$ cat config.mk
export PLATFORM = sky130hd
export DESIGN_NAME = ldb_ctrl
export DESIGN_NICKNAME = d
export VERILOG_FILES = /design/src/design/ldb_pkg.sv /design/src/design/ldb_ctrl.sv
export SDC_FILE = /design/constraint.sdc
export NUM_CORES = 1
export LEC_CHECK = 0
export BUFFER_PORTS_ARGS = -buffer_cell sky130_fd_sc_hd__buf_2
export CORE_MARGIN = 4
export CORE_UTILIZATION = 44
export DETAILED_ROUTE_END_ITERATION = 16
export PLACE_DENSITY_LB_ADDON = 0.1
export SLEW_MARGIN = 20
export SYNTH_ARGS = -nofsm -noshare
export SYNTH_HDL_FRONTEND = slang
export SYNTH_SLANG_ARGS = --single-unit
$ cat constraint.sdc
create_clock -name clk -period 2.05 [get_ports clk]
set_clock_uncertainty 0.05 [all_clocks]
set_input_delay 0.41 -clock clk [delete_from_list [all_inputs] [get_ports clk]]
set_output_delay 0.41 -clock clk [all_outputs]
set_load 0.01 [all_outputs]
$ cat src/design/ldb_pkg.sv
package ldb_pkg;

  localparam int MAX_BATCH    = 16;
  localparam int FILTER_DEPTH = 64;
  localparam int KEY_WIDTH    = 64;

  localparam int FLT_AW = (FILTER_DEPTH > 1) ? $clog2(FILTER_DEPTH) : 1;
  localparam int PB_AW  = (MAX_BATCH > 1) ? $clog2(MAX_BATCH) : 1;
  localparam int PB_CW  = $clog2(MAX_BATCH + 1);

  localparam logic [2:0] ACT_LEARN = 3'd0;
  localparam logic [2:0] ACT_ACK1  = 3'd1;
  localparam logic [2:0] ACT_ACKB  = 3'd2;
  localparam logic [2:0] ACT_TICK  = 3'd3;
  localparam logic [2:0] ACT_CLEAR = 3'd4;

  localparam logic [1:0] REG_BATCH_LIMIT = 2'd0;
  localparam logic [1:0] REG_TIMEOUT     = 2'd1;
  localparam logic [1:0] REG_LIST        = 2'd2;

  typedef logic [KEY_WIDTH-1:0] key_t;

  typedef struct packed {
    logic [2:0]  action;
    logic [63:0] sample_key;
    logic [15:0] ack_batch;
    logic [3:0]  ack_position;
  } in_item_t;

  typedef struct packed {
    logic [7:0]  out_list;
    logic [15:0] batch_number;
    logic [4:0]  batch_size;
    logic [3:0]  sample_position;
    logic [63:0] sample_value;
    logic        last;
  } out_item_t;

  typedef struct packed {
    key_t        key;
    logic [15:0] batch;
    logic [3:0]  pos;
  } flt_ent_t;

  typedef struct packed {
    logic              capture;
    logic              exec;
    logic              rd_en;
    logic [FLT_AW-1:0] rd_addr;
    logic              commit;
    logic              emit_load;
    logic [PB_CW-1:0]  emit_idx;
  } cmd_t;

  typedef struct packed {
    logic [2:0]       action;
    logic             learn_emit;
    logic             tick_flush;
    logic [PB_CW-1:0] pend_cnt;
    logic             out_free;
  } sts_t;

endpackage

$ cat src/design/ldb_ctrl.sv
module ldb_ctrl (
  input  logic          clk,
  input  logic          rst_n,
  input  logic          in_valid,
  output logic          in_ready,
  input  ldb_pkg::sts_t sts,
  output ldb_pkg::cmd_t cmd
);

  localparam logic [2:0] S_IDLE   = 3'd0;
  localparam logic [2:0] S_EXEC   = 3'd1;
  localparam logic [2:0] S_SCAN   = 3'd2;
  localparam logic [2:0] S_LAST   = 3'd3;
  localparam logic [2:0] S_COMMIT = 3'd4;
  localparam logic [2:0] S_EMIT   = 3'd5;

  logic [2:0]                state_r, state_nxt;
  logic [ldb_pkg::FLT_AW-1:0] idx_r, idx_nxt;
  logic [ldb_pkg::PB_CW-1:0]  k_r, k_nxt;

  always_ff @(posedge clk) begin
    if (!rst_n) begin
      state_r <= S_IDLE;
      idx_r   <= '0;
      k_r     <= '0;
    end else begin
      state_r <= state_nxt;
      idx_r   <= idx_nxt;
      k_r     <= k_nxt;
    end
  end

  always_comb begin
    state_nxt    = state_r;
    idx_nxt      = idx_r;
    k_nxt        = k_r;
    in_ready     = 1'b0;
    cmd          = '0;
    cmd.rd_addr  = idx_r;
    cmd.emit_idx = k_r;
    case (state_r)
      S_IDLE: begin
        in_ready = 1'b1;
        if (in_valid) begin
          cmd.capture = 1'b1;
          state_nxt   = S_EXEC;
        end
      end
      S_EXEC: begin
        cmd.exec = 1'b1;
        case (sts.action)
          ldb_pkg::ACT_LEARN, ldb_pkg::ACT_ACK1, ldb_pkg::ACT_ACKB: begin
            idx_nxt   = '0;
            state_nxt = S_SCAN;
          end
          ldb_pkg::ACT_TICK: begin
            k_nxt     = '0;
            state_nxt = sts.tick_flush ? S_EMIT : S_IDLE;
          end
          default: state_nxt = S_IDLE;
        endcase
      end
      S_SCAN: begin
        cmd.rd_en = 1'b1;
        if (idx_r == ldb_pkg::FLT_AW'(ldb_pkg::FILTER_DEPTH - 1)) begin
          state_nxt = S_LAST;
        end else begin
          idx_nxt = idx_r + 1'b1;
        end
      end
      S_LAST: state_nxt = S_COMMIT;
      S_COMMIT: begin
        cmd.commit = 1'b1;
        k_nxt      = '0;
        if (sts.action == ldb_pkg::ACT_LEARN && sts.learn_emit) begin
          state_nxt = S_EMIT;
        end else begin
          state_nxt = S_IDLE;
        end
      end
      S_EMIT: begin
        if (sts.out_free) begin
          cmd.emit_load = 1'b1;
          if (k_r + 1'b1 == sts.pend_cnt) begin
            state_nxt = S_IDLE;
          end else begin
            k_nxt = k_r + 1'b1;
          end
        end
      end
      default: state_nxt = S_IDLE;
    endcase
  end

endmodule

==> results.toml <==
[clock_tree]
cts_root_buf = "clkbuf_4"
clock_latency_ps = 280
clockBufferDepth = 2
path_clk_slew_ps = 100
numCtsBuffers = 3
cts_hold_buf = 0
cts_tree = "yes"
clkSinkCount = 14
htreeDepth = 1

[timing]
slew_headroom_pct = 65.7
fin_ws_ps = 85.9
tns_ps = 0
slew_violations = 0
post-route-period-util_pct = 95.8
setup_viol_count_final = 0
period_minus_slack_ps = 1960
hold_violations = 0
hold_slack_ps = 385
max_freq_mhz = 509
worstMarginPinSlew_ps = 512
rsz0062_at_grt = "false"

[setup_path]
critPathArrivalTime_ps = 2140
end_kind = "register"
critPathLaunchType = "register"
path_class = "register to register"
crit_path_max_fanout = 6
cp.required_ps = 2220

[finish]
nets = 174
syn_to_final_growth_pct = 30.8
layout_commonest_cell = "buf_2"
n_fill_cell = 186
stdcell_count = 184
final_cell_mix = "buf_2 (30), nand2_1 (14), nand3_1 (14)"
drive_gt1_share_pct = 36.9
antenna_cells = 0

[power_and_ir_drop]
p_leak_nw = 0.532
power_mw = 0.588
ir_drop_uv = 489
power_density_nw_per_um2 = 470

[placed_design]
numPortBuffers = 30
routabilityCongestion = 0.805
pre_cts_ws_ps = -33.0
dp_hpwl_um = 1830
placed_cells = 179

[synth]
syn_area_per_cell_um2 = 7.91
syn_area_um2 = 957
ys_warn_count = 0
synthArstFlopShare_pct = 0
syn_inst = 121
ys_seq_area_share_pct = 29.3
synth_ff_type = "dfxtp_1"
ys_seq_elements = 14
syn-num-nets = 137
synth_edf_count = 0
ys_types = 41

[detailed_routing]
drc_errors = 0
drt_first_pass_iters = 4
detail-route-antenna-nets = 0
via_per_inst = 5.56
routed_wl_um = 2570
wire_per_inst_um = 14.0
drtIter0Drc = 23
vias = 1023

[floorplan]
rows = 16
die_x_um = 54.6
fp.dieH_um = 54.6
initial_core_util_pct = 47.3
core_area_um2 = 2020
die-area_um2 = 2990
io_pins = 31

[grt]
grt_max_degree = 12
grt_pass1_vias = 953
grt_usage_pct = 19.0
overflow = 0
grt_first_pass_wirelength_um = 4140
antenna_found_initial = 0

[outcome]
outcome = "finished, final reports clean"

[min_path]
hold_path_class = "input port to register"

[run]
max_cap_viol_count = 0
[metrics by stage]
| stage | util [%] | area (um2) |
|---|---|---|
| after global placement | 57.4 | 1160 |
| after global routing | 61.9 | 1250 |
| after detailed placement | 57.4 | 1160 |
| after floorplan | - | 962 |
| final | 61.9 | 1250 |
| after CTS | 59.2 | 1200 |
[final timing paths]
kind,start,end,slack (ps),cells past startpoint
worst max-delay path,k_r[0],k_r[4],90,7
worst min-delay path,rst_n,state_r[0],390,3
worst max register to register,k_r[0],k_r[4],90,7
worst min register to register,idx_r[1],idx_r[1],460,2
[worst max-delay path, stage by stage, from the launching register on]
cell	delay [ps]
dfxtp_2	350
ha_4	170
nor2b_1	130
o31a_1	240
a2111o_1	470
buf_6	180
a21o_2	180
a31oi_1	140
[cells in the mapped netlist (2+ instances only)]
library cell / count / area (um2)
a31oi_1: 2 / 12.5
nand3b_1: 2 / 15.0
nand2_1: 14 / 52.6
a211oi_1: 2 / 15.0
nand3_1: 14 / 70.1
buf_6: 2 / 22.5
a21oi_1: 7 / 35.0
and2_1: 2 / 12.5
nor2b_1: 3 / 18.8
buf_2: 3 / 15.0
o211ai_1: 2 / 15.0
o21ai_0: 2 / 10.0
dfxtp_1: 14 / 280
nor3b_1: 5 / 37.5
clkbuf_1: 2 / 7.51
xor2_1: 2 / 17.5
nor3_1: 2 / 10.0
nor2_1: 10 / 37.5
inv_1: 2 / 7.51
xnor2_1: 7 / 61.3
ha_1: 2 / 25.0
[logic make-up (layout without fill, tap and decap cells)]
group           after synthesis  after routing  share of synthesized area [%]
fa+ha+maj                     2              2                           2.61
mux                           2              2                           2.74
xor+xnor                      9              9                           8.24
buf+inv                       9             45                           5.49
flops                        14             14                           29.3
compound gates               27             27                           20.0
simple gates                 58             58                           31.6
[report_power, final]
group / leakage [nW] / internal [mW] / total, mW / switching (mW)
clock network: 0.0210 / 0.108 / 0.208 / 0.100
registers: 0.115 / 0.277 / 0.286 / 0.00920
logic: 0.396 / 0.0435 / 0.0944 / 0.0508
total: 0.532 / 0.428 / 0.588 / 0.160
[metal layers]
metal	track usage (%)	vias up	part of all wire (%)	wire (um)
met2	27.8	33	47	1220
met3	2.72	4	5.8	149
met5	0	-	0	0
met4	9.96	0	1.3	34
li1	-	509	-	-
met1	26.7	477	45	1170
[repair_timing]
item | 4_1_cts | 5_1_grt
endpoints found under the setup margin | 0 | 7
hold endpoints to repair | 0 | 0
setup buffers | 0 | 1
resized for setup | 0 | 8
[cell type report]
type / count / area [um2] / area share (%)
inverters: 2 / 7.51 / 0.599
well taps: 27 / 33.8 / 2.70
repair buffers: 39 / 221 / 17.7
multi-input cells: 98 / 669 / 53.4
flip-flops and latches: 14 / 284 / 22.7
clock buffers: 4 / 36.3 / 2.90
[flip-flops by register name, summed over array words and instances (netlist names)]
register,count
idx_r,6
state_r,3
k_r,5
Note: power is estimated with default switching activity, not from simulation.
